### src/rtl/sscov_pkg.sv
`timescale 1ns / 1ps
// ----------------------------------------------------------------------------
// sscov_pkg
// Shared widths, defaults and the sideband type of the stroke coverage block.
// ----------------------------------------------------------------------------
package sscov_pkg;

  localparam int COORD_W    = 22;             // Q13.8 input coordinate
  localparam int DIFF_W     = COORD_W + 1;    // coordinate difference
  localparam int PROD_W     = 2 * DIFF_W;     // product of two differences
  localparam int LEN_W      = 46;             // squared length / squared distance
  localparam int DOT_W      = 47;             // signed dot and cross products
  localparam int ACR_W      = 46;             // magnitude of the cross product
  localparam int SQRT_GUARD = 8;              // extra root fraction bits
  localparam int SQ_IN_W    = LEN_W + 2 * SQRT_GUARD; // root operand
  localparam int ROOT_W     = SQ_IN_W / 2;    // root width, one bit per cell
  localparam int REM_W      = ROOT_W + 2;     // root remainder
  localparam int DIVD_W     = ACR_W + SQRT_GUARD + 1; // dividend / remainder
  localparam int QUO_W      = 24;             // distance quotient, one bit per cell
  localparam int RAD_W      = 18;             // stroke radius register
  localparam int LIM_W      = 16;             // degenerate length limit register
  localparam int DIST_W     = 33;             // signed width of the ramp math

  localparam int COORD_FRAC_BITS_DEF = 8;
  localparam int COVERAGE_BITS_DEF   = 8;

  localparam logic [RAD_W-1:0] RADIUS_RST = RAD_W'(256);
  localparam logic [LIM_W-1:0] LIMIT_RST  = LIM_W'(1);

  // configuration register indexes
  localparam logic CFG_RADIUS = 1'b0;
  localparam logic CFG_LIMIT  = 1'b1;

  // item control and data that rides along the cell chains
  typedef struct packed {
    logic             valid;
    logic             degen;
    logic             beyond;
    logic [ACR_W-1:0] acr;
  } sscov_side_t;

endpackage

### src/rtl/sscov_div_cell.sv
`timescale 1ns / 1ps
// ----------------------------------------------------------------------------
// sscov_div_cell
// One restoring division step: decides one quotient bit of weight 2^SHIFT.
// ----------------------------------------------------------------------------
module sscov_div_cell import sscov_pkg::*; #(
  parameter int SHIFT = 0
) (
  input  logic              clk,
  input  logic              rst_n,
  input  sscov_side_t       side_i,
  input  logic [DIVD_W-1:0] rem_i,
  input  logic [QUO_W-1:0]  quo_i,
  input  logic [ROOT_W-1:0] dvs_i,
  output sscov_side_t       side_o,
  output logic [DIVD_W-1:0] rem_o,
  output logic [QUO_W-1:0]  quo_o,
  output logic [ROOT_W-1:0] dvs_o
);

  logic [DIVD_W-1:0] dsh;
  logic              take;
  sscov_side_t       side_r;
  logic [DIVD_W-1:0] rem_r;
  logic [QUO_W-1:0]  quo_r;
  logic [ROOT_W-1:0] dvs_r;

  // compare against the shifted divisor
  always_comb begin
    dsh  = DIVD_W'(dvs_i) << SHIFT;
    take = rem_i >= dsh;
  end

  always_ff @(posedge clk) begin
    side_r.degen  <= side_i.degen;
    side_r.beyond <= side_i.beyond;
    side_r.acr    <= side_i.acr;
    rem_r  <= take ? rem_i - dsh : rem_i;
    quo_r  <= {quo_i[QUO_W-2:0], take};
    dvs_r  <= dvs_i;
    if (!rst_n) begin
      side_r.valid <= 1'b0;
    end else begin
      side_r.valid <= side_i.valid;
    end
  end

  assign side_o = side_r;
  assign rem_o  = rem_r;
  assign quo_o  = quo_r;
  assign dvs_o  = dvs_r;

endmodule

### config.mk
export PLATFORM = sky130hd
export DESIGN_NAME = sscov_div_cell
export DESIGN_NICKNAME = d
export VERILOG_FILES = /design/src/rtl/sscov_pkg.sv /design/src/rtl/sscov_div_cell.sv
export SDC_FILE = /design/constraint.sdc
export NUM_CORES = 1
export LEC_CHECK = 0
export BUFFER_PORTS_ARGS = -buffer_cell sky130_fd_sc_hd__buf_2
export CORE_ASPECT_RATIO = 1.2
export CORE_MARGIN = 10
export CORE_UTILIZATION = 41
export CTS_CLUSTER_SIZE = 8
export DETAILED_ROUTE_END_ITERATION = 12
export GPL_ROUTABILITY_DRIVEN = 0
export HOLD_SLACK_MARGIN = 0.08
export PLACE_DENSITY = 0.79
export SLEW_MARGIN = 20
export SYNTH_ARGS = -nofsm -noshare
export SYNTH_HDL_FRONTEND = slang
export SYNTH_SLANG_ARGS = --single-unit
### constraint.sdc
create_clock -name clk -period 2.91 [get_ports clk]
set_input_delay 0.1455 -clock clk [delete_from_list [all_inputs] [get_ports clk]]
set_output_delay 0.1455 -clock clk [all_outputs]
set_load 0.01 [all_outputs]
==> metrics.yaml <==
status:
  status: "finished, final reports clean"
synthesis:
  synth_top_area_share: 0.521
  synthAdderAreaFrac: 0.0668
  async_reset_ff_frac: 0
  synth_seq_cells: 159
  synth.area.top_cells: "dfxtp_1, ha_1, a21oi_1"
  syn_inst: 604
  synthDistinctLibCells: 67
  yosysSeqAreaShare: 0.521
  muxShareOfSynthArea: 0.00492
  synth_edf_count: 0
  synth-compound-area-share: 0.127
  synthFlopType: "dfxtp_1"
  ys.warnings.count: 0
  synth_largest_area_cell: "dfxtp_1"
  syn_avg_cell_area_sq_um: 10.1
  synth_area_sq_mm: 0.00611
  synth_xor_area_frac: 0.0745
  synth-simple-area-share: 0.164
  synth_top_family_by_area: "simple AND/OR/NAND/NOR gates"
  synthesis.nets: 797
setup_path:
  critPathRequiredTime_ps: 3230
  critPathKind: "in2reg"
  cp-end-kind: "flip-flop"
  cp_slowest_stage_delay_ps: 580
  crit_chain: "dlygate4sd3_1 > buf_6 > or4_4 > or2_4 > or4_4 > nor4_4 > o211ai_4 > o21ai_4 > buf_6 > and4bb_2 > xor2_1"
  cp_num_buf_inv: 3
  crit_fanout: 5
  path_delay_family: "simple AND/OR/NAND/NOR gates"
  cp.arrival_ps: 3190
  crit_slowest_cell: "dlygate4sd3_1"
  start_kind: "primary input"
detailed_routing:
  wl_per_cell_um: 22.1
  drtIter0Drc: 829
  drtAntennaViolNets: 0
  routed_wl_mm: 29.7
  dr.pass1.iters: 5
  remaining_drc_errors: 0
  avgViaCountPerCell: 5.28
  vias: 7097
hold_path:
  hold_path.class: "in2reg"
  min_from: "rem_i[45]"
  hold_path_depth: 4
  whs_endpoint: "rem_o[46]"
sta:
  setup_viol: 0
  post-route-min-period_ps: 2870
  hold_viol: 0
  worst_slack_ps: 36.5
  slew_viol_final: 0
  max_slew_margin: 0.500
  hold_ws_ps: 167
  worstMarginPinSlew_ps: 750
  fin_crit_sh: 0.987
  fmax_mhz: 348
floorplanning:
  dieArea_sq_mm: 0.0202
  start_util: 0.422
  core_sq_mm: 0.0145
  io_pins: 320
  fp.dieW_um: 131
  fp.dieH_um: 154
  rows: 48
global_routing:
  grt_pass1_vias: 7375
  grt_max_degree: 26
  grt_util_all_layers: 0.274
  grt_pass1_wl_mm: 43.9
  antenna_found_initial: 3
  gr-total-overflow: 0
clock_network:
  cts_buffers: 17
  cts_sinks: 159
  cts_tree: "yes"
  path_clk_slew_ps: 70
  clockBufferDepth: 2
  root_buffer: "clkbuf_16"
  htree_levels: 4
final_layout:
  finalNetCount: 1321
  final_cell_mix: "buf_2, dlygate4sd3_1, dfxtp_1"
  multiInputGateArea_sq_mm: 0.00284
  drive_gt1_frac: 0.390
  final_common_cell: "buf_2"
  final_util: 0.734
  area.growth.synth_to_final_pct: 73.8
  final-seq-area_sq_mm: 0.00318
  nFillCells: 901
place:
  port_buffers: 318
  place_ws_ps: -117
  dp_hpwl_mm: 18.4
job:
  cap_viol_max_count: 0
pwr:
  ir_drop_uv: 366
  total_power_mw: 6.23
  p_leak_nw: 5.10
  p_per_area_mw_per_mm2: 587
==> power breakdown <==
part           internal (mW)  switching, mW
logic                  0.647          0.716
registers               2.37         0.0608
clock network           1.38           1.05
==> area by class of cell <==
| cell class | count | share of cell area |
|---|---|---|
| Timing Repair Buffer | 525 | 0.337 |
| Sequential cell | 159 | 0.300 |
| Multi-Input combinational cell | 389 | 0.268 |
| Clock buffer | 17 | 0.0401 |
| Tap cell | 200 | 0.0236 |
| Clock inverter | 14 | 0.0184 |
| Inverter | 36 | 0.0127 |
| Antenna cell | 3 | 0.000707 |
==> kinds of logic (layout without fill, tap and decap cells) <==
kind of cell,Yosys count,in the layout
multiplexers,2,2
other,0,3
XOR/XNOR,52,52
AO/OA/AOI/OAI,120,120
AND/OR/NAND/NOR,183,183
flip-flops,159,159
buffers and inverters,56,592
adder cells (fa/ha/maj),32,32
==> routing by layer <==
metal	global-route usage	wire length [um]
met5	0	0
met4	0.114	1240
met3	0.0887	2830
met2	0.500	15200
met1	0.283	10400
==> stage by stage <==
stage | cells | TNS (ps) | cell area, sq um
after floorplan | 604 | 0 | 6110
after global placement | 1145 | -191 | 8180
after detailed placement | 1145 | -428 | 8180
after CTS | 1336 | 0 | 10400
after global routing | 1343 | -113 | 10600
final | 1343 | 0 | 10600
==> worst max-delay path by stage <==
stage          depth (start not counted)   endpoint  slack (ps)  startpoint
6_report                              11  rem_o[50]          40   rem_i[48]
5_1_grt                               11  rem_o[50]         -60   rem_i[48]
4_1_cts                               11  rem_o[48]          10   rem_i[13]
3_5_place_dp                          14  rem_o[48]        -120    rem_i[0]
3_3_place_gp                          14  rem_o[52]         -70    rem_i[0]
2_1_floorplan                         13  rem_o[48]          50    rem_i[0]
==> registers in the layout, indices dropped and copies added, names as in the netlist <==
register  cells
dvs_o        31
quo_o        24
rem_o        55
side_o       49
==> synth_stat cells (all sizes together), types with 8 or more instances <==
library cell and count:
xnor2 27, clkbuf 11, dfxtp 159, a21oi 54, nor3 8, nand3 12
nor2 43, nor4 14, buf 9, ha 31, inv 36, a21o 15
nand4 15, xor2 25, nand2 42, o21ai 21
==> timing repair <==
item | CTS | global route
hold buffers | 160 | 0
endpoints found under the hold margin | 158 | 0
gates resized for setup | 0 | 39
setup endpoints to repair | 0 | 23
buffers inserted | 0 | 4
Note: power is estimated with default switching activity, not from simulation.
