$ cat config.mk
export PLATFORM = sky130hd
export DESIGN_NAME = sscov_sqrt_cell
export DESIGN_NICKNAME = d
export VERILOG_FILES = /design/src/rtl/sscov_pkg.sv /design/src/rtl/sscov_sqrt_cell.sv
export SDC_FILE = /design/constraint.sdc
export NUM_CORES = 1
export LEC_CHECK = 0
export BUFFER_PORTS_ARGS = -buffer_cell sky130_fd_sc_hd__buf_2
export CAP_MARGIN = 20
export CORE_AREA = 2 2 137 139
export DETAILED_ROUTE_END_ITERATION = 10
export DIE_AREA = 0 0 139 141
export GPL_ROUTABILITY_DRIVEN = 0
export GPL_TIMING_DRIVEN = 1
export REMOVE_ABC_BUFFERS = 1
export SYNTH_ARGS = -nofsm -noshare
export SYNTH_HDL_FRONTEND = slang
export SYNTH_SLANG_ARGS = --single-unit
$ cat constraint.sdc
create_clock -name clk -period 3 [get_ports clk]
set_clock_uncertainty 0.15 [all_clocks]
set_input_delay 0.15 -clock clk [delete_from_list [all_inputs] [get_ports clk]]
set_output_delay 0.15 -clock clk [all_outputs]
set_load 0.1 [all_outputs]
$ cat src/rtl/sscov_pkg.sv
`timescale 1ns / 1ps
// ----------------------------------------------------------------------------
// sscov_pkg
// Shared widths, defaults and the sideband type of the stroke coverage block.
// ----------------------------------------------------------------------------
package sscov_pkg;

  localparam int COORD_W    = 22;             // Q13.8 input coordinate
  localparam int DIFF_W     = COORD_W + 1;    // coordinate difference
  localparam int PROD_W     = 2 * DIFF_W;     // product of two differences
  localparam int LEN_W      = 46;             // squared length / squared distance
  localparam int DOT_W      = 47;             // signed dot and cross products
  localparam int ACR_W      = 46;             // magnitude of the cross product
  localparam int SQRT_GUARD = 8;              // extra root fraction bits
  localparam int SQ_IN_W    = LEN_W + 2 * SQRT_GUARD; // root operand
  localparam int ROOT_W     = SQ_IN_W / 2;    // root width, one bit per cell
  localparam int REM_W      = ROOT_W + 2;     // root remainder
  localparam int DIVD_W     = ACR_W + SQRT_GUARD + 1; // dividend / remainder
  localparam int QUO_W      = 24;             // distance quotient, one bit per cell
  localparam int RAD_W      = 18;             // stroke radius register
  localparam int LIM_W      = 16;             // degenerate length limit register
  localparam int DIST_W     = 33;             // signed width of the ramp math

  localparam int COORD_FRAC_BITS_DEF = 8;
  localparam int COVERAGE_BITS_DEF   = 8;

  localparam logic [RAD_W-1:0] RADIUS_RST = RAD_W'(256);
  localparam logic [LIM_W-1:0] LIMIT_RST  = LIM_W'(1);

  // configuration register indexes
  localparam logic CFG_RADIUS = 1'b0;
  localparam logic CFG_LIMIT  = 1'b1;

  // item control and data that rides along the cell chains
  typedef struct packed {
    logic             valid;
    logic             degen;
    logic             beyond;
    logic [ACR_W-1:0] acr;
  } sscov_side_t;

endpackage

$ cat src/rtl/sscov_sqrt_cell.sv
`timescale 1ns / 1ps
// ----------------------------------------------------------------------------
// sscov_sqrt_cell
// One digit of the square root: takes two operand bits, decides one root bit.
// ----------------------------------------------------------------------------
module sscov_sqrt_cell import sscov_pkg::*; (
  input  logic               clk,
  input  logic               rst_n,
  input  sscov_side_t        side_i,
  input  logic [SQ_IN_W-1:0] x_i,
  input  logic [ROOT_W-1:0]  root_i,
  input  logic [REM_W-1:0]   rem_i,
  output sscov_side_t        side_o,
  output logic [SQ_IN_W-1:0] x_o,
  output logic [ROOT_W-1:0]  root_o,
  output logic [REM_W-1:0]   rem_o
);

  logic [REM_W-1:0]   rem_sh, trial;
  logic               take;
  sscov_side_t        side_r;
  logic [SQ_IN_W-1:0] x_r;
  logic [ROOT_W-1:0]  root_r;
  logic [REM_W-1:0]   rem_r;

  // try the next root bit
  always_comb begin
    rem_sh = {rem_i[REM_W-3:0], x_i[SQ_IN_W-1 -: 2]};
    trial  = {root_i[REM_W-3:0], 2'b01};
    take   = rem_sh >= trial;
  end

  always_ff @(posedge clk) begin
    side_r.degen  <= side_i.degen;
    side_r.beyond <= side_i.beyond;
    side_r.acr    <= side_i.acr;
    x_r    <= {x_i[SQ_IN_W-3:0], 2'b00};
    root_r <= {root_i[ROOT_W-2:0], take};
    rem_r  <= take ? rem_sh - trial : rem_sh;
    if (!rst_n) begin
      side_r.valid <= 1'b0;
    end else begin
      side_r.valid <= side_i.valid;
    end
  end

  assign side_o = side_r;
  assign x_o    = x_r;
  assign root_o = root_r;
  assign rem_o  = rem_r;

endmodule

==> results_dict.tcl, run 1 <==
set metrics [dict create \
    status "complete, no violations" \
    clk_pin_slew_ps 80 \
    drt_pass1_iterations 4 \
    max_freq_mhz 348 \
    rows 50 \
    post_route_cells_drive_above_1_share_pct 38.7 \
    setup-violations-final 0 \
    mostFrequentLayoutCells "buf_2, dlygate4sd3_1, dfxtp_1" \
    portBuffers 347 \
    antenna_found_initial 0 \
    post_cts_buffers 0 \
    yosysSeqAreaShare_pct 60.6 \
    synth_simple_gate_area_share_pct 9.14 \
    cp.buffers_inverters 4 \
    io_pins 352 \
    syn_area_per_cell_um2 10.8 \
    synth-compound-area-share_pct 13.5 \
    htree_levels 4 \
    synth_edf_count 0 \
    hold_class "in2reg" \
    end_kind "flop" \
    powerDensity_nw_per_um2 709 \
    cts_sinks 173 \
    final_common_cell "buf_2" \
    max-cap-violations 0 \
    p_int_mw 4.28 \
    route.detailed.drc 0 \
    nNetsFinal 1276 \
    grt_pass1_vias 5854 \
    worstPathCellList "dlygate4sd3_1 > buf_2 > inv_1 > ha_1 > o2111ai_1 > a31o_2 > o221ai_1 > a21oi_2 > a21oi_2 > a21o_4 > a21oi_4 > buf_4 > mux2_2" \
    cp_slowest_stage_delay_ps 520 \
    fin_crit_sh_pct 95.9 \
    core_um2 18300 \
    critPathTopFamily "compound AO/OA/AOI/OAI gates" \
    layout_min_cycle_time_ps 2880 \
    synth_top_flop_cell "dfxtp_1" \
    yosysWarnings 0 \
    synth.distinct_cells 51 \
    crit_top_cell "a21oi_2" \
    worstSetupStartpointType "input port" \
    via_per_inst 4.30 \
    pwr-share-clk_pct 31.9 \
    drtAntennaViolNets 0 \
    peakVddDrop_uv 591 \
    synth_top_family_by_area "compound AO/OA/AOI/OAI gates" \
    worst_pin_slew_ps 545 \
    fill_cells 1599 \
    grtUsageTotal_pct 19.2 \
    root_buffer "clkbuf_16" \
    netSwitchingFraction_pct 40.8 \
    cp.required_ps 3160 \
    postSynth.asyncResetShare_pct 0 \
    cts_tree "built" \
    hold_viol 0 \
    p_seq_share_pct 34.9 \
    synth_fa_ha_area_share_pct 7.22 \
    antenna_cells 0 \
    synth_area_leaders "dfxtp_1, ha_1, nand2_1" \
    critPathKind "in2reg" \
    setup_tns_ps 0 \
    netlist_area_um2 5720 \
    synth_seq_cells 173 \
    synth_top_area_share_pct 60.6 \
    grt_max_degree 25 \
    total_power_mw 7.23 \
    fp.dieW_um 139 \
    arrival_ps 3040 \
    cts_buffer_depth 2 \
    syn_inst 528 \
    syn2layout_area_growth_pct 78.2 \
    slowest_stage "dlygate4sd3_1" \
    initial_utilization_pct 31.3 \
    fp.dieH_um 141 \
    vias 5648 \
    crit_path_max_fanout 6 \
    max_slew_margin_pct 63.9 \
    routed_wl_um 19400 \
    cts_made_buffers 17 \
    rsz0062_at_grt "false" \
    power_switching_mw 2.95 \
    die_area_um2 19600 \
    synth-xor-area-share_pct 4.75 \
    p_leak_nw 5.02 \
    muxShareOfSynthArea_pct 0.569 \
    wire_per_inst_um 14.8 \
    combPwrFrac_pct 33.2 \
    dp_hpwl_um 13600 \
    initialDrtViolationCount 185 \
    grt_pass1_wl_um 29900 \
    grt_overflow 0 \
    final_max_slew_viol_count 0 \
    yosys.area.top_type "dfxtp_1" \
]
final cells by class:
cell class / count / area, um2 / area share (%)
timing repair buffer: 535 / 3590 / 35.3
inverter: 39 / 146 / 1.44
clock inverter: 15 / 203 / 1.99
tap: 234 / 293 / 2.87
sequential: 173 / 3460 / 34.0
clock buffer: 17 / 425 / 4.17
multi-input combinational: 300 / 2070 / 20.3
tightest hold or removal path, stage by stage:
cell and delay (ps):
buf_2 90, inv_1 50, ha_1 210, xnor2_1 130, o21ai_0 60
power groups by stage:
stage | Sequential, mW | Combinational, mW | Clock [mW]
floorplan | 3.91 | 0.408 | 0
global placement | 2.57 | 2.20 | 0
detailed placement | 2.57 | 2.21 | 0
CTS | 2.52 | 2.39 | 2.37
global route | 2.54 | 2.51 | 2.46
finish | 2.52 | 2.40 | 2.31
what timing repair did:
item / in CTS / in global routing
resized for setup: 0 / 12
endpoints found under the setup margin: 0 / 13
hold buffers: 173 / 0
endpoints found under the hold margin: 172 / 0
cell families after synthesis:
family,count (synthesis)
adders and majority gates,33
muxes,3
and+or+nand+nor,108
DFF,173
AOI/OAI and AO/OA,123
buffers and inverters,56
xor gates and xnor gates,31
other,1
worst paths after layout:
check	slack [ps]	to	depth (start not counted)	from
max	120	rem_o[19]$_DFF_P_	13	root_i[1]
min	160	rem_o[32]$_DFF_P_	5	root_i[30]
cell usage after synthesis (2+ instances only):
cell      count
a21oi_1      34
nand2b_1      6
a21o_1        9
xnor2_1      18
nand4_1      10
o21bai_1      6
a31oi_1       3
and2_1        2
nand3_1       7
and3_1        3
nand2_1      53
a21boi_0      2
nor2_1       10
o21ai_0      35
ha_1         33
buf_2         9
nor3_1        2
inv_1        39
or3_1         2
xor2_1       13
nor2b_1       6
clkbuf_1      4
o21a_1        4
dfxtp_1     173
or4_1         2
mux2_2        2
o21ai_1       8
o31a_1        2
a211o_1       2
o311ai_1      3
buf_4         2
o211ai_1      3
a21oi_2       3
through the flow:
step | area, um2 | util, % | instances | setup slack (ps) | hold slack, ps
after floorplan | 5630 | - | 512 | 34.1 | 27.7
after global placement | 7790 | 42.6 | 1108 | 158 | 102
after detailed placement | 7790 | 42.6 | 1108 | 93.2 | 104
after CTS | 10100 | 55.5 | 1313 | 23.2 | 160
after global routing | 10200 | 55.8 | 1313 | 3.52 | 183
final | 10200 | 55.8 | 1313 | 124 | 163
per-layer routing:
| layer | GRT usage (%) | share of wire [%] | vias up |
|---|---|---|---|
| li1 | - | - | 2861 |
| met1 | 21.5 | 40 | 2549 |
| met4 | 7.23 | 2.5 | 0 |
| met3 | 5.54 | 6.0 | 38 |
| met2 | 34.6 | 51 | 200 |
| met5 | 0 | 0 | - |
sequential cells by signal (all words and copies together) (netlist names):
signal / cells
x_o: 60
side_o: 49
rem_o: 33
root_o: 31
(Power assumes the default switching activity.)
==> inputs of run 2 (changes only) <==
REMOVE_ABC_BUFFERS = not set   (was 1)
==> results_dict.tcl, run 2 (synthesis gave the netlist of run 1 again) <==
set metrics [dict create \
    status "complete, no violations" \
    wire_per_inst_um 15.2 \
    setup_tns_ps 0 \
    die_area_um2 19600 \
    place_area_um2 7780 \
    initialDrtViolationCount 163 \
    grt_overflow 0 \
    drtAntennaViolNets 0 \
    grt_pass1_vias 5796 \
    worst_pin_slew_ps 544 \
    dp_hpwl_um 13900 \
    route.detailed.drc 0 \
    fp.dieH_um 141 \
    arrival_ps 3060 \
    cp.required_ps 3190 \
    fp.dieW_um 139 \
    rows 50 \
    cts_tree "built" \
    hold_depth 4 \
    fin_ws_ps 128 \
    critPathKind "in2reg" \
    cts_sinks 173 \
    root_buffer "clkbuf_16" \
    htree_levels 4 \
    hold_viol 0 \
    worstSetupStartpointType "input port" \
    grt_pass1_wl_um 30600 \
    peakVddDrop_uv 422 \
    total_power_mw 7.08 \
    grt_max_degree 39 \
    nNetsFinal 1285 \
    final_max_slew_viol_count 0 \
    grtUsageTotal_pct 19.8 \
    max_slew_margin_pct 64.0 \
    mostFrequentLayoutCells "buf_2, dlygate4sd3_1, dfxtp_1" \
    instances_no_fill 1323 \
    place_ws_ps 89.1 \
    post_route_cells_drive_above_1_share_pct 39.2 \
    core_um2 18300 \
    cp-startpoint "rem_i[18]" \
    io_pins 352 \
    portBuffers 347 \
    clk_pin_slew_ps 70 \
    hold_start "rem_i[2]" \
    cts_buffer_depth 2 \
    hold_class "in2reg" \
    setup-violations-final 0 \
    routed_wl_um 20100 \
    final_common_cell "buf_2" \
    end_kind "flop" \
    antenna_found_initial 2 \
    initial_utilization_pct 31.3 \
    max_freq_mhz 348 \
    rsz0062_at_grt "true" \
    max-cap-violations 0 \
    powerDensity_nw_per_um2 692 \
    fin_area_um2 10200 \
    whs_endpoint "rem_o[4]$_DFF_P_" \
    place_inst 1107 \
    drt_pass1_iterations 4 \
    layout_min_cycle_time_ps 2870 \
    cts_made_buffers 17 \
    largest_reg_flops 60 \
    fin_crit_sh_pct 95.7 \
    via_per_inst 4.32 \
    p_leak_nw 5.03 \
    crit_path_max_fanout 8 \
    vias 5718 \
    syn2layout_area_growth_pct 78.8 \
]
-- run 2: cell count changes in the layout (fill, tap and decap cells not counted), moves of 2 or more --
cell / before / now
clkinvlp_4: 0 / 2
inv_12: 2 / 0
diode_2: 0 / 2
buf_4: 14 / 21
-- run 2: worst max-delay path by stage --
stage	endpoint	slack [ps]
3_3_place_gp	rem_o[19]$_DFF_P_	140
5_1_grt	rem_o[12]$_DFF_P_	-8
3_5_place_dp	rem_o[19]$_DFF_P_	90
6_report	rem_o[3]$_DFF_P_	130
2_1_floorplan	rem_o[29]$_DFF_P_	580
4_1_cts	rem_o[19]$_DFF_P_	40
-- run 2: power by group --
| part | internal (mW) | switching, mW |
|---|---|---|
| logic | 0.605 | 1.83 |
| registers | 2.48 | 0.0451 |
| clock network | 1.10 | 1.01 |
-- run 2: cell type report --
type	count	area, um2
Clock buffer	17	425
Inverter	39	146
Sequential cell	173	3460
Fill cell	1592	8040
Multi-Input combinational cell	300	2070
Tap cell	234	293
Antenna cell	2	5.00
Clock inverter	14	145
Timing Repair Buffer	544	3680
-- run 2: per-layer routing --
metal | part of all wire (%) | routed length [um] | vias to the layer above | track usage (%)
li1 | - | - | 2875 | -
met1 | 42 | 8370 | 2607 | 23.3
met2 | 50 | 10100 | 201 | 34.5
met3 | 5.8 | 1160 | 35 | 5.64
met4 | 2.3 | 456 | 0 | 6.96
met5 | 0 | 0 | - | 0
-- run 2: timing repair --
action	CTS	global route
hold buffers	173	0
resized for setup	0	13
setup buffers	0	9
setup endpoints to repair	0	9
endpoints found under the hold margin	172	0
-- run 2: through the flow --
stage               util, %  hold slack (ps)
CTS                    55.2              143
finish                 56.0              144
global placement       42.6              102
detailed placement     42.6              104
floorplan                 -             27.7
global route           56.0              180
-- run 2: critical path, stage by stage --
cell	delay, ps
dlygate4sd3_1	570
buf_2	150
ha_2	390
nand4_2	140
or4_4	540
o32ai_2	120
a21oi_2	80
a21oi_2	190
a21o_4	160
a21oi_4	80
buf_12	160
buf_4	150
o21ai_0	190
